## src/design/meeo_pkg.sv

```systemverilog
`timescale 1ns / 1ps

package meeo_pkg;

  localparam int MaxDimDefault = 16;

  localparam int DataW   = 32;
  localparam int CmdW    = 3;
  localparam int IdxW    = 4;
  localparam int SpanW   = 5;
  localparam int StatusW = 2;
  localparam int CfgW    = 5;
  localparam int CfgIdxW = 1;

  localparam logic [CfgW-1:0] CountReset = CfgW'(16);

  // Register indexes on the configuration channel.
  localparam logic [CfgIdxW-1:0] REG_ROW_COUNT = 1'b0;
  localparam logic [CfgIdxW-1:0] REG_COL_COUNT = 1'b1;

  // Result status codes.
  localparam logic [StatusW-1:0] STATUS_DONE  = 2'd0;
  localparam logic [StatusW-1:0] STATUS_EQUAL = 2'd1;
  localparam logic [StatusW-1:0] STATUS_RANGE = 2'd2;

  typedef enum logic [CmdW-1:0] {
    CMD_WRITE     = 3'd0,
    CMD_READ      = 3'd1,
    CMD_SWAP_ROW  = 3'd2,
    CMD_SWAP_COL  = 3'd3,
    CMD_ADD_ROW   = 3'd4,
    CMD_ADD_COL   = 3'd5,
    CMD_SCALE_ROW = 3'd6,
    CMD_SCALE_COL = 3'd7
  } cmd_e;

  // Kind of work done per position by the arithmetic pipeline.
  typedef enum logic [1:0] {
    OP_SWAP  = 2'd0,
    OP_ADD   = 2'd1,
    OP_SCALE = 2'd2
  } op_e;

  typedef struct packed {
    logic        [CmdW-1:0]  command;
    logic        [IdxW-1:0]  first_index;
    logic        [IdxW-1:0]  second_index;
    logic signed [DataW-1:0] factor;
    logic        [SpanW-1:0] span_start;
    logic        [SpanW-1:0] span_end;
    logic signed [DataW-1:0] write_value;
  } cmd_t;

  typedef struct packed {
    logic signed [DataW-1:0]   read_value;
    logic        [StatusW-1:0] status;
  } result_t;

  typedef struct packed {
    logic valid;
    op_e  op;
  } issue_t;

endpackage

```

## src/design/meeo_alu.sv

```systemverilog
`timescale 1ns / 1ps

module meeo_alu #(
  parameter int MAX_DIM = meeo_pkg::MaxDimDefault,
  localparam int AddrW = $clog2(MAX_DIM * MAX_DIM)
) (
  input  logic                       clk_i,
  input  logic                       rst_ni,
  input  meeo_pkg::issue_t           issue_i,
  input  logic [AddrW-1:0]           raddr_a_i,
  input  logic [AddrW-1:0]           raddr_b_i,
  input  logic [meeo_pkg::DataW-1:0] factor_i,
  input  logic [meeo_pkg::DataW-1:0] rdata_a_i,
  input  logic [meeo_pkg::DataW-1:0] rdata_b_i,
  output logic                       we_o,
  output logic [AddrW-1:0]           waddr_o,
  output logic [meeo_pkg::DataW-1:0] wdata_o,
  output logic                       busy_o
);

  localparam int DataW = meeo_pkg::DataW;
  localparam int ProdW = 2 * DataW;
  localparam logic signed [ProdW-1:0] SatMax = ProdW'({1'b0, {(DataW-1){1'b1}}});
  localparam logic signed [ProdW-1:0] SatMin = -ProdW'({1'b1, {(DataW-1){1'b0}}});

  // Stage 1: memory data in flight.
  logic                 s1_valid_q;
  meeo_pkg::op_e        s1_op_q;
  logic [AddrW-1:0]     s1_addr_a_q, s1_addr_b_q;
  // Stage 2: product registered, write slot.
  logic                 s2_valid_q;
  meeo_pkg::op_e        s2_op_q;
  logic [AddrW-1:0]     s2_addr_a_q, s2_addr_b_q;
  logic signed [ProdW-1:0] s2_prod_q;
  logic [DataW-1:0]     s2_x_q, s2_y_q;
  // Stage 3: second write of a swap.
  logic                 s3_valid_q;
  logic [AddrW-1:0]     s3_addr_q;
  logic [DataW-1:0]     s3_data_q;

  logic signed [DataW-1:0] a_s, k_s;
  logic signed [ProdW-1:0] prod;
  logic signed [ProdW-1:0] shifted;
  logic [DataW-1:0]        qsat;
  logic signed [DataW:0]   sum;
  logic [DataW-1:0]        sum_sat;

  assign a_s  = rdata_a_i;
  assign k_s  = factor_i;
  assign prod = a_s * k_s;

  // Floor the product to Q16.16 and clamp to the word range.
  always_comb begin
    shifted = s2_prod_q >>> 16;
    if (shifted > SatMax) begin
      qsat = {1'b0, {(DataW-1){1'b1}}};
    end else if (shifted < SatMin) begin
      qsat = {1'b1, {(DataW-1){1'b0}}};
    end else begin
      qsat = shifted[DataW-1:0];
    end
  end

  assign sum = $signed({s2_y_q[DataW-1], s2_y_q}) + $signed({qsat[DataW-1], qsat});

  always_comb begin
    if (sum[DataW] != sum[DataW-1]) begin
      sum_sat = sum[DataW] ? {1'b1, {(DataW-1){1'b0}}} : {1'b0, {(DataW-1){1'b1}}};
    end else begin
      sum_sat = sum[DataW-1:0];
    end
  end

  always_comb begin
    we_o    = 1'b0;
    waddr_o = s2_addr_a_q;
    wdata_o = s2_y_q;
    if (s3_valid_q) begin
      we_o    = 1'b1;
      waddr_o = s3_addr_q;
      wdata_o = s3_data_q;
    end else if (s2_valid_q) begin
      case (s2_op_q)
        meeo_pkg::OP_SWAP: begin
          we_o    = 1'b1;
          waddr_o = s2_addr_a_q;
          wdata_o = s2_y_q;
        end
        meeo_pkg::OP_ADD: begin
          we_o    = 1'b1;
          waddr_o = s2_addr_b_q;
          wdata_o = sum_sat;
        end
        meeo_pkg::OP_SCALE: begin
          we_o    = 1'b1;
          waddr_o = s2_addr_a_q;
          wdata_o = qsat;
        end
        default: we_o = 1'b0;
      endcase
    end
  end

  assign busy_o = s1_valid_q || s2_valid_q || s3_valid_q;

  always_ff @(posedge clk_i or negedge rst_ni) begin
    if (!rst_ni) begin
      s1_valid_q <= 1'b0;
      s2_valid_q <= 1'b0;
      s3_valid_q <= 1'b0;
    end else begin
      s1_valid_q <= issue_i.valid;
      s2_valid_q <= s1_valid_q;
      s3_valid_q <= s2_valid_q && (s2_op_q == meeo_pkg::OP_SWAP);
    end
  end

  always_ff @(posedge clk_i) begin
    s1_op_q     <= issue_i.op;
    s1_addr_a_q <= raddr_a_i;
    s1_addr_b_q <= raddr_b_i;
    s2_op_q     <= s1_op_q;
    s2_addr_a_q <= s1_addr_a_q;
    s2_addr_b_q <= s1_addr_b_q;
    s2_prod_q   <= prod;
    s2_x_q      <= rdata_a_i;
    s2_y_q      <= rdata_b_i;
    s3_addr_q   <= s2_addr_b_q;
    s3_data_q   <= s2_x_q;
  end

endmodule

```

## config.mk

```make
export PLATFORM = sky130hd
export DESIGN_NAME = meeo_alu
export DESIGN_NICKNAME = d
export VERILOG_FILES = /design/src/design/meeo_pkg.sv /design/src/design/meeo_alu.sv
export SDC_FILE = /design/constraint.sdc
export NUM_CORES = 2
export LEC_CHECK = 0
export BUFFER_PORTS_ARGS = -buffer_cell sky130_fd_sc_hd__clkbuf_2
export CELL_PAD_IN_SITES_DETAIL_PLACEMENT = 1
export CELL_PAD_IN_SITES_GLOBAL_PLACEMENT = 2
export CORE_UTILIZATION = 32
export DETAILED_ROUTE_END_ITERATION = 10
export HOLD_SLACK_MARGIN = 0.03
export PLACE_DENSITY_LB_ADDON = 0.15
export SLEW_MARGIN = 20
export SYNTH_ARGS = -nofsm -noshare
export SYNTH_HDL_FRONTEND = slang
export SYNTH_SLANG_ARGS = --single-unit
```

## constraint.sdc

```tcl
create_clock -name clk_i -period 4.7 [get_ports clk_i]
set_input_delay 0.235 -clock clk_i [delete_from_list [all_inputs] [get_ports clk_i]]
set_output_delay 0.235 -clock clk_i [all_outputs]
set_load 0.02 [all_outputs]
```

==> out/summary.txt <==
Sink Count = 191
1st-iter DRT viols = 1193
Initial Util = 32.3%
min-delay src = rdata_a_i[20]
outcome = finished, violations left
worst hold path stage count = 2
Fin Clk Skew = 0.00747 ns
IO Pins = 159
Fill cells = 14800
Post-synth EDFFs = 0
Slew @ Worst Pin = 0.971 ns
vias in the first global route = 37600
Hold Path Class = primary input to flop
Critical Path Fanout Max = 7
Vias/cell = 4.64
Clock Latency Late Sink = 0.45 ns
reg2reg end = s3_valid_q
Yosys top cell area share = 50.8%
Yosys cell types = 70
failing checks = negative setup slack
die width = 367 um
TritonRoute pass-1 iters = 5
Port Buf Inserts = 158
share of layout cells above drive strength 1 = 25.9%
ranking of synthesized cells by area = fa_1 (51%), dfxtp_1 (8.8%), inv_1 (8.5%)
via count of the routed design = 32300
RSZ-0062 raised after global routing = yes
CTS Buf Count = 17
global-route wire length before repair = 222000 um
initial antenna violation count = 4
crit path capture type = flop
CP top delay family = adder cells
Worst slew margin = 35.3%
Seq cells post-synth = 191
die area = 135000 um^2
Yosys warning total = 0
final setup vio count = 79
Reg2Reg Depth = 3
Clk pin slew, worst setup/hold paths = 0.07 ns
setup ws final = -2.19 ns
Synth async-reset ratio = 1.57%
Sum Neg Setup Slack = -98.09 ns
final WL = 144000 um
nets@finish = 6612
most frequent cells in the layout = fa_1 (999), inv_1 (939), buf_4 (549), nand2_1 (528), and2_1 (476)
area grow syn2layout = 31.0%
CP max-delay cell = fa_2
Crit path buffers/inverters = 7
global route overflow = 0
Fin. Hold Viols = 0
clk root buf = clkbuf_16
Pins Over Slew Limit = 0
Synthesized Nets = 5877
commonest non-fill, non-tap cell in the layout = fa_1
routability cong. = 0.838
area leader, netlist = fa_1
die height = 367 um
Detailed Place HPWL = 122000 um
reg-to-reg critical path startpoint = s2_op_q[0]
Worst EP required = 5.05 ns
Min-Delay Endpoint = s2_x_q[20]
Syn Std Cell Area = 42600 um^2
GRT Overall Usage = 21.6%
Critical Path AT = 7.24 ns
crit-path max cell delay = 0.65 ns
Main synth FF type = dfxtp_1
Detail Route Antenna Nets = 0
H-tree depth = 4
Worst Setup Path Type = primary input to flop
core area = 132000 um^2
synthesized instance count = 4462
Avg Cell Area, Syn = 9.55 um^2
FP Rows = 133
CTS tree = built
Max Cap Viol = 0
CTS max path bufs = 2
fin crit period = 6.89 ns
Seq/Total Area, Yosys = 9.01%
R2R setup slack = 3.83 ns
Fmax achieved = 145 MHz
Avg WL per Cell = 20.7 um
Most common cell on crit path = fa_1
final cycle utilization of the critical path = 147%
Critical Path Source Type = primary input
# DRC = 0
largest net degree at the start of global routing = 34
[repair_timing]
action	4_1_cts	5_1_grt
resized for setup	262	404
endpoints found under the setup margin	80	80
hold endpoints to repair	55	0
cloned	1	12
pin swaps	168	226
setup buffers	36	68
hold buffers	53	0
[how the worst max path moves through the flow]
stage                        startpoint  cells past startpoint             to
final                     rdata_a_i[31]                     25  s2_prod_q[62]
after global placement    rdata_a_i[23]                     27  s2_prod_q[62]
after global routing      rdata_a_i[31]                     25  s2_prod_q[62]
after CTS                 rdata_a_i[31]                     26  s2_prod_q[62]
after floorplan           rdata_a_i[31]                     22  s2_prod_q[62]
after detailed placement  rdata_a_i[23]                     27  s2_prod_q[62]
[metrics by stage]
step | hold WS, ns | worst slack, ns | cells | cell area (um^2) | utilization, %
6_report | 0.117 | -2.19 | 6969 | 55800 | 42.4
5_1_grt | 0.107 | -2.41 | 6966 | 55800 | 42.4
3_3_place_gp | 0.0398 | -3.47 | 6780 | 51200 | 38.8
4_1_cts | 0.104 | -2.20 | 6900 | 53600 | 40.7
3_5_place_dp | 0.0362 | -3.37 | 6780 | 51200 | 38.8
2_1_floorplan | -0.0606 | -2.47 | 4462 | 43600 | -
[sequential cells by signal (all words and copies together) (netlist names)]
signal,count
s1_valid_q,1
s3_valid_q,1
s1_op_q,2
s1_addr_b_q,8
s2_valid_q,1
s2_addr_a_q,8
s1_addr_a_q,8
s2_y_q,32
s3_data_q,32
s2_x_q,32
s2_addr_b_q,8
s2_op_q,2
s2_prod_q,48
s3_addr_q,8
[routing by layer]
metal / track usage (%) / vias to the layer above / wire, um
met5: 0 / - / 0
met4: 5.68 / 0 / 4160
met3: 1.11 / 135 / 2300
met2: 40.6 / 362 / 76800
met1: 26.7 / 17200 / 61000
li1: - / 14700 / -
[cells by family after synthesis]
| group | Yosys count | share of synthesized area, % |
|---|---|---|
| mux | 9 | 0.211 |
| simple gates | 1223 | 14.2 |
| buf+inv | 1210 | 10.7 |
| fa+ha+maj | 1298 | 57.2 |
| compound gates | 447 | 6.92 |
| xor+xnor | 84 | 1.73 |
| flops | 191 | 9.01 |
[layout make-up]
cell class,count,area [um^2],area share (%)
clock inverters,14,163,0.291
repair buffers,955,9090,16.3
multi-input cells,3061,36400,65.3
well taps,1755,2200,3.93
diodes,4,10.0,0.0179
flip-flops and latches,191,3850,6.89
clock buffers,18,429,0.769
inverters,971,3650,6.54
[synthesized netlist by cell type, drive strengths merged, types with 17 or more instances]
master,number
xor2,22
a21o,81
ha,216
a21oi,139
a211oi,17
o31ai,30
clkbuf,228
and2,505
nor3,17
o22ai,34
fa,1082
o21ai,64
dfxtp,188
nor2,75
xnor2,62
nand2,554
inv,970
Power is left out: the tool's default activity adds up to more than one toggle a clock period on the data nets, which glitch-free logic cannot reach.
