File: config.mk
export PLATFORM = sky130hd
export DESIGN_NAME = meeo_ctrl
export DESIGN_NICKNAME = d
export VERILOG_FILES = /design/src/design/meeo_pkg.sv /design/src/design/meeo_ctrl.sv
export SDC_FILE = /design/constraint.sdc
export NUM_CORES = 1
export LEC_CHECK = 0
export BUFFER_PORTS_ARGS = -buffer_cell sky130_fd_sc_hd__buf_2
export CAP_MARGIN = 30
export CORE_MARGIN = 1.5
export CORE_UTILIZATION = 46
export DETAILED_ROUTE_END_ITERATION = 7
export PLACE_DENSITY = 0.8
export SLEW_MARGIN = 20
export SYNTH_ARGS = -nofsm -noshare
export SYNTH_HDL_FRONTEND = slang
export SYNTH_SLANG_ARGS = --single-unit
File: constraint.sdc
create_clock -name clk_i -period 3.9 [get_ports clk_i]
set_input_delay 0.78 -clock clk_i [delete_from_list [all_inputs] [get_ports clk_i]]
set_output_delay 0.78 -clock clk_i [all_outputs]
set_load 0.02 [all_outputs]
File: src/design/meeo_pkg.sv
`timescale 1ns / 1ps

package meeo_pkg;

  localparam int MaxDimDefault = 16;

  localparam int DataW   = 32;
  localparam int CmdW    = 3;
  localparam int IdxW    = 4;
  localparam int SpanW   = 5;
  localparam int StatusW = 2;
  localparam int CfgW    = 5;
  localparam int CfgIdxW = 1;

  localparam logic [CfgW-1:0] CountReset = CfgW'(16);

  // Register indexes on the configuration channel.
  localparam logic [CfgIdxW-1:0] REG_ROW_COUNT = 1'b0;
  localparam logic [CfgIdxW-1:0] REG_COL_COUNT = 1'b1;

  // Result status codes.
  localparam logic [StatusW-1:0] STATUS_DONE  = 2'd0;
  localparam logic [StatusW-1:0] STATUS_EQUAL = 2'd1;
  localparam logic [StatusW-1:0] STATUS_RANGE = 2'd2;

  typedef enum logic [CmdW-1:0] {
    CMD_WRITE     = 3'd0,
    CMD_READ      = 3'd1,
    CMD_SWAP_ROW  = 3'd2,
    CMD_SWAP_COL  = 3'd3,
    CMD_ADD_ROW   = 3'd4,
    CMD_ADD_COL   = 3'd5,
    CMD_SCALE_ROW = 3'd6,
    CMD_SCALE_COL = 3'd7
  } cmd_e;

  // Kind of work done per position by the arithmetic pipeline.
  typedef enum logic [1:0] {
    OP_SWAP  = 2'd0,
    OP_ADD   = 2'd1,
    OP_SCALE = 2'd2
  } op_e;

  typedef struct packed {
    logic        [CmdW-1:0]  command;
    logic        [IdxW-1:0]  first_index;
    logic        [IdxW-1:0]  second_index;
    logic signed [DataW-1:0] factor;
    logic        [SpanW-1:0] span_start;
    logic        [SpanW-1:0] span_end;
    logic signed [DataW-1:0] write_value;
  } cmd_t;

  typedef struct packed {
    logic signed [DataW-1:0]   read_value;
    logic        [StatusW-1:0] status;
  } result_t;

  typedef struct packed {
    logic valid;
    op_e  op;
  } issue_t;

endpackage

File: src/design/meeo_ctrl.sv
`timescale 1ns / 1ps

module meeo_ctrl #(
  parameter int MAX_DIM = meeo_pkg::MaxDimDefault,
  localparam int AddrW = $clog2(MAX_DIM * MAX_DIM),
  localparam int PosW = ($clog2(MAX_DIM + 1) > meeo_pkg::SpanW) ?
                        $clog2(MAX_DIM + 1) : meeo_pkg::SpanW
) (
  input  logic                          clk_i,
  input  logic                          rst_ni,
  input  logic                          start_i,
  output logic                          busy_o,
  input  meeo_pkg::cmd_t                cmd_i,
  output logic                          done_o,
  output meeo_pkg::result_t             result_o,
  input  logic                          cfg_valid_i,
  output logic                          cfg_ready_o,
  input  logic [meeo_pkg::CfgIdxW-1:0]  cfg_index_i,
  input  logic [meeo_pkg::CfgW-1:0]     cfg_data_i,
  output logic [AddrW-1:0]              raddr_a_o,
  output logic [AddrW-1:0]              raddr_b_o,
  input  logic [meeo_pkg::DataW-1:0]    rdata_a_i,
  output logic                          we_o,
  output logic [AddrW-1:0]              waddr_o,
  output logic [meeo_pkg::DataW-1:0]    wdata_o,
  output meeo_pkg::issue_t              issue_o,
  output logic [meeo_pkg::DataW-1:0]    factor_o,
  input  logic                          pipe_busy_i
);

  localparam logic [1:0] StIdle = 2'd0;
  localparam logic [1:0] StRead = 2'd1;
  localparam logic [1:0] StWalk = 2'd2;

  localparam logic [PosW-1:0] DimMax = PosW'(MAX_DIM);

  logic [1:0]                    state_q, state_d;
  logic                          done_q, done_d;
  logic [meeo_pkg::CfgW-1:0]     row_count_q, row_count_d;
  logic [meeo_pkg::CfgW-1:0]     col_count_q, col_count_d;
  logic [PosW-1:0]               pos_q, pos_d;
  logic [PosW-1:0]               end_q, end_d;
  logic                          gap_q, gap_d;
  meeo_pkg::op_e                 op_q, op_d;
  logic                          is_col_q, is_col_d;
  logic [meeo_pkg::IdxW-1:0]     idx_a_q, idx_a_d;
  logic [meeo_pkg::IdxW-1:0]     idx_b_q, idx_b_d;
  logic [meeo_pkg::DataW-1:0]    factor_q, factor_d;
  meeo_pkg::result_t             result_q, result_d;

  logic            accept;
  logic            issue;
  logic [PosW-1:0] rows_eff, cols_eff, idim, plen;
  logic [PosW-1:0] a_ext, b_ext, hi_ext, hi_clip;
  logic            is_elem, is_col, is_add, is_scale;
  logic            elem_bad, op_bad, equal_idx;

  function automatic logic [AddrW-1:0] addr_of(logic [PosW-1:0] r, logic [PosW-1:0] c);
    addr_of = AddrW'(int'(r) * MAX_DIM + int'(c));
  endfunction

  assign accept      = start_i && !busy_o;
  assign busy_o      = (state_q != StIdle);
  assign cfg_ready_o = 1'b1;

  // Clip the dimension registers to the storage size.
  assign rows_eff = (PosW'(row_count_q) > DimMax) ? DimMax : PosW'(row_count_q);
  assign cols_eff = (PosW'(col_count_q) > DimMax) ? DimMax : PosW'(col_count_q);

  assign is_elem  = cmd_i.command inside {meeo_pkg::CMD_WRITE, meeo_pkg::CMD_READ};
  assign is_col   = cmd_i.command inside {meeo_pkg::CMD_SWAP_COL, meeo_pkg::CMD_ADD_COL,
                                          meeo_pkg::CMD_SCALE_COL};
  assign is_add   = cmd_i.command inside {meeo_pkg::CMD_ADD_ROW, meeo_pkg::CMD_ADD_COL};
  assign is_scale = cmd_i.command inside {meeo_pkg::CMD_SCALE_ROW, meeo_pkg::CMD_SCALE_COL};

  assign a_ext   = PosW'(cmd_i.first_index);
  assign b_ext   = PosW'(cmd_i.second_index);
  assign idim    = is_col ? cols_eff : rows_eff;
  assign plen    = is_col ? rows_eff : cols_eff;
  assign hi_ext  = PosW'(cmd_i.span_end);
  assign hi_clip = (hi_ext > plen) ? plen : hi_ext;

  assign elem_bad  = (a_ext >= rows_eff) || (b_ext >= cols_eff);
  assign op_bad    = (a_ext >= idim) || (!is_scale && (b_ext >= idim));
  assign equal_idx = is_add && (cmd_i.first_index == cmd_i.second_index);

  always_comb begin
    state_d     = state_q;
    done_d      = 1'b0;
    row_count_d = row_count_q;
    col_count_d = col_count_q;
    pos_d       = pos_q;
    end_d       = end_q;
    gap_d       = 1'b0;
    op_d        = op_q;
    is_col_d    = is_col_q;
    idx_a_d     = idx_a_q;
    idx_b_d     = idx_b_q;
    factor_d    = factor_q;
    result_d    = result_q;
    issue       = 1'b0;

    if (cfg_valid_i) begin
      case (cfg_index_i)
        meeo_pkg::REG_ROW_COUNT: row_count_d = cfg_data_i;
        meeo_pkg::REG_COL_COUNT: col_count_d = cfg_data_i;
        default: ;
      endcase
    end

    case (state_q)
      StIdle: begin
        if (accept) begin
          result_d.read_value = '0;
          result_d.status     = meeo_pkg::STATUS_DONE;
          if (is_elem) begin
            if (elem_bad) begin
              result_d.status = meeo_pkg::STATUS_RANGE;
              done_d          = 1'b1;
            end else if (cmd_i.command == meeo_pkg::CMD_READ) begin
              state_d = StRead;
            end else begin
              done_d = 1'b1;
            end
          end else if (op_bad) begin
            result_d.status = meeo_pkg::STATUS_RANGE;
            done_d          = 1'b1;
          end else if (equal_idx) begin
            result_d.status = meeo_pkg::STATUS_EQUAL;
            done_d          = 1'b1;
          end else begin
            state_d  = StWalk;
            is_col_d = is_col;
            idx_a_d  = cmd_i.first_index;
            idx_b_d  = cmd_i.second_index;
            factor_d = cmd_i.factor;
            pos_d    = PosW'(cmd_i.span_start);
            end_d    = hi_clip;
            if (is_add) begin
              op_d = meeo_pkg::OP_ADD;
            end else if (is_scale) begin
              op_d = meeo_pkg::OP_SCALE;
            end else begin
              op_d = meeo_pkg::OP_SWAP;
            end
          end
        end
      end
      StRead: begin
        result_d.read_value = rdata_a_i;
        done_d              = 1'b1;
        state_d             = StIdle;
      end
      StWalk: begin
        if (gap_q) begin
          // Hold after a swap position: it needs two write slots.
        end else if (pos_q < end_q) begin
          issue = 1'b1;
          pos_d = pos_q + PosW'(1);
          gap_d = (op_q == meeo_pkg::OP_SWAP);
        end else if (!pipe_busy_i) begin
          done_d  = 1'b1;
          state_d = StIdle;
        end
      end
      default: state_d = StIdle;
    endcase
  end

  // Read addresses: element access in idle, span positions while walking.
  always_comb begin
    if (state_q == StWalk) begin
      if (is_col_q) begin
        raddr_a_o = addr_of(pos_q, PosW'(idx_a_q));
        raddr_b_o = addr_of(pos_q, PosW'(idx_b_q));
      end else begin
        raddr_a_o = addr_of(PosW'(idx_a_q), pos_q);
        raddr_b_o = addr_of(PosW'(idx_b_q), pos_q);
      end
    end else begin
      raddr_a_o = addr_of(a_ext, b_ext);
      raddr_b_o = addr_of(a_ext, b_ext);
    end
  end

  assign we_o    = accept && (cmd_i.command == meeo_pkg::CMD_WRITE) && !elem_bad;
  assign waddr_o = addr_of(a_ext, b_ext);
  assign wdata_o = cmd_i.write_value;

  assign issue_o.valid = issue;
  assign issue_o.op    = op_q;
  assign factor_o      = factor_q;

  assign done_o   = done_q;
  assign result_o = result_q;

  always_ff @(posedge clk_i or negedge rst_ni) begin
    if (!rst_ni) begin
      state_q     <= StIdle;
      done_q      <= 1'b0;
      row_count_q <= meeo_pkg::CountReset;
      col_count_q <= meeo_pkg::CountReset;
      pos_q       <= '0;
      end_q       <= '0;
      gap_q       <= 1'b0;
      op_q        <= meeo_pkg::OP_SWAP;
      is_col_q    <= 1'b0;
    end else begin
      state_q     <= state_d;
      done_q      <= done_d;
      row_count_q <= row_count_d;
      col_count_q <= col_count_d;
      pos_q       <= pos_d;
      end_q       <= end_d;
      gap_q       <= gap_d;
      op_q        <= op_d;
      is_col_q    <= is_col_d;
    end
  end

  always_ff @(posedge clk_i) begin
    idx_a_q  <= idx_a_d;
    idx_b_q  <= idx_b_d;
    factor_q <= factor_d;
    result_q <= result_d;
  end

endmodule

==> impl_metrics.tcl <==
set metrics [dict create \
    rows 38 \
    reg2regPathDepth 10 \
    vdd_drop_max_mv 0.2515 \
    num_vias 3867 \
    clockBufferDepth 2 \
    die_y_microns 109.5 \
    grt_use_total_pct 20.12 \
    wirelength_mm 12.55 \
    synthCells 442 \
    max_cap_violations 0 \
    synth-simple-area-share_pct 12.50 \
    slew_headroom_pct 56.85 \
    syn_to_final_growth_pct 21.40 \
    cts_tree "built" \
    synth_area_sq_um 5215 \
    ys_seq_area_share_pct 55.61 \
    fin_crit_ns 3.397 \
    synth_compound_area_share_pct 9.597 \
    grt_overflow 0 \
    hold_viol 0 \
    clk_latency_ns 0.35 \
    route.detailed.drc 0 \
    start_util_pct 47.69 \
    grt_first_pass_wirelength_mm 18.29 \
    wire_per_inst_microns 16.91 \
    dieArea_sq_um 11980 \
    avgSynthCellArea_sq_um 11.80 \
    synth-seq-cells 101 \
    fill_cells 898 \
    root_buffer "clkbuf_16" \
    crit_end "we_o" \
    synth_edf_count 74 \
    final_nets 753 \
    dieWidth_microns 109.5 \
    yosys.cell_types.count 48 \
    cts_buffers 9 \
    core_sq_um 10940 \
    endpoint_kind "output pin" \
    synth-warning-count 0 \
    path_max_fanout 9 \
    ant_nets 0 \
    rr_startpoint "row_count_q[4]" \
    r2r_end "factor_o[12]" \
    clkTransAtPathRegs_ns 0.07 \
    worst_pin_slew_ns 0.6472 \
    regArea_sq_um 2900 \
    worstPathRequired_ns 3.12 \
    min_period_over_period_pct 87.11 \
    fin_area_sq_um 6331 \
    antenna_found_initial 0 \
    hold_buffers 0 \
    report.final.slew_viol_count 0 \
    final.setup.tns_ns 0 \
    final_common_cell "buf_2" \
    reg2reg_setup_slack_ns 0.81 \
    crit_path_start_kind "flip-flop" \
    p_leak_nw 2.842 \
    htreeDepth 3 \
    min_path_type "in2async" \
    async_flop_share_pct 26.73 \
    rsz0062_at_grt "no" \
    synthAdderAreaFrac_pct 6.718 \
    multi_input_area_sq_um 1882 \
    cts_resized 0 \
    drt_iter0_drc 240 \
    critPathArrivalTime_ns 2.62 \
    dp_hpwl_mm 9.915 \
    critical_path_class "reg2out" \
    fmax_mhz 294.3 \
    first_pass_iters 4 \
    mostFrequentLayoutCells "buf_2, edfxtp_1, and2_1, a21oi_1, ha_1" \
    port_buffers 191 \
    cts_sinks 101 \
    yosysTopAreaCell "edfxtp_1" \
    synthMuxAreaShare_pct 5.782 \
    yosys.area_share.xor_xnor_pct 1.344 \
    drive_gt1_share_pct 40.70 \
    grt_max_degree 35 \
    syn_nets 598 \
    setup_viol 0 \
    first_global_vias 3628 \
    synth_top_family_by_area "simple AND/OR/NAND/NOR gates" \
    powerDensity_nw_per_um2 614.1 \
    dpl-instance-area_sq_um 6046 \
    synthTopCellsByArea "edfxtp_1, dfrtp_1, ha_1" \
    antenna_cells 0 \
    place_congestion 0.8596 \
    clock_skew_ns 0.007947 \
    critPathLaunch "col_count_q[4]" \
    synthFlopType "edfxtp_1" \
    post-cts-setup-buffers 0 \
    synth_top_area_share_pct 42.61 \
    ios 257 \
    status "finished clean" \
    avgViaCountPerCell 5.212 \
]
## registers in the layout (all words and copies together) (netlist names)
signal       flops
is_col_q         1
result_o        34
factor_o        32
end_q            5
col_count_q      5
idx_b_q          4
row_count_q      5
done_o           1
idx_a_q          4
pos_q            5
gap_q            1
state_q          2
op_q             2
## cell usage after synthesis (2+ instances only)
library cell	count
o21ai_1	7
o21a_1	3
a211oi_1	2
a2111oi_0	2
nor4_1	2
dfrtp_1	25
or2_2	2
o21ai_0	19
nand2_1	27
or3_1	2
nand4_1	3
xor2_1	2
inv_1	14
mux2i_1	5
o211ai_1	3
nor2_1	22
nor2b_1	6
o221ai_1	2
and2_1	33
edfxtp_1	74
mux2_2	20
nand3_1	6
clkbuf_1	10
a21o_1	7
or2_1	2
nor3_1	3
xnor2_1	6
o21bai_1	2
dfstp_2	2
a21oi_1	28
nor3b_1	2
ha_1	28
nand2b_1	14
buf_4	43
## layout make-up
class                   instances  share of cell area [%]
repair buffers                199                   16.25
multi-input cells             270                   29.72
clock inverters                 6                  0.8893
inverters                      16                  0.9486
well taps                     140                   2.767
flip-flops and latches        101                   45.81
clock buffers                  10                   3.617
## stage by stage
step           util, %  worst slack (ns)  cells  total power [mW]  hold slack (ns)
2_1_floorplan        -            0.1258    442             2.610           0.4711
3_3_place_gp     55.29            0.3483    726             3.015           0.4582
3_5_place_dp     55.29            0.2769    726             3.063           0.4627
4_1_cts          57.89            0.4851    742             3.919           0.4532
5_1_grt          57.89            0.2807    742             4.140           0.4771
6_report         57.89            0.5026    742             3.888           0.4425
## worst max-delay path, cell delays in order (launching register included)
cell and delay (ns):
dfstp_2 0.62, nor2b_1 0.10, ha_1 0.28, nand2b_1 0.14
a21o_1 0.18, a211oi_1 0.24, o32a_1 0.28, nor3b_1 0.24
buf_2 0.20
## logic make-up (layout without fill, tap and decap cells)
logic type / after synthesis / count (layout)
multiplexers: 27 / 27
adder cells (fa/ha/maj): 28 / 28
flip-flops: 101 / 101
AND/OR/NAND/NOR: 125 / 125
other: 1 / 1
AO/OA/AOI/OAI: 81 / 81
XOR/XNOR: 8 / 8
buffers and inverters: 71 / 231
## power breakdown
group,leakage (nW),internal [mW],switching (mW),total [mW]
clock network,0.138,0.448,0.404,0.851
registers,1.03,1.41,0.149,1.56
logic,1.67,0.543,0.937,1.48
## worst min path at each step
stage | from | to
final | rst_ni | col_count_q[3]
after global routing | rst_ni | pos_q[4]
after CTS | rst_ni | col_count_q[3]
after detailed placement | op_q[1] | gap_q
after global placement | op_q[0] | gap_q
after floorplan | col_count_q[0] | col_count_q[0]
## metal layers
metal  global-route usage (%)  vias to the layer above  wire [microns]
li1                         -                     1847               -
met1                    23.93                     1810            4886
met2                    34.83                      172            6296
met3                    4.920                       38            1048
met4                    8.163                        0             315
met5                        0                        -               0
(Power assumes the default switching activity.)
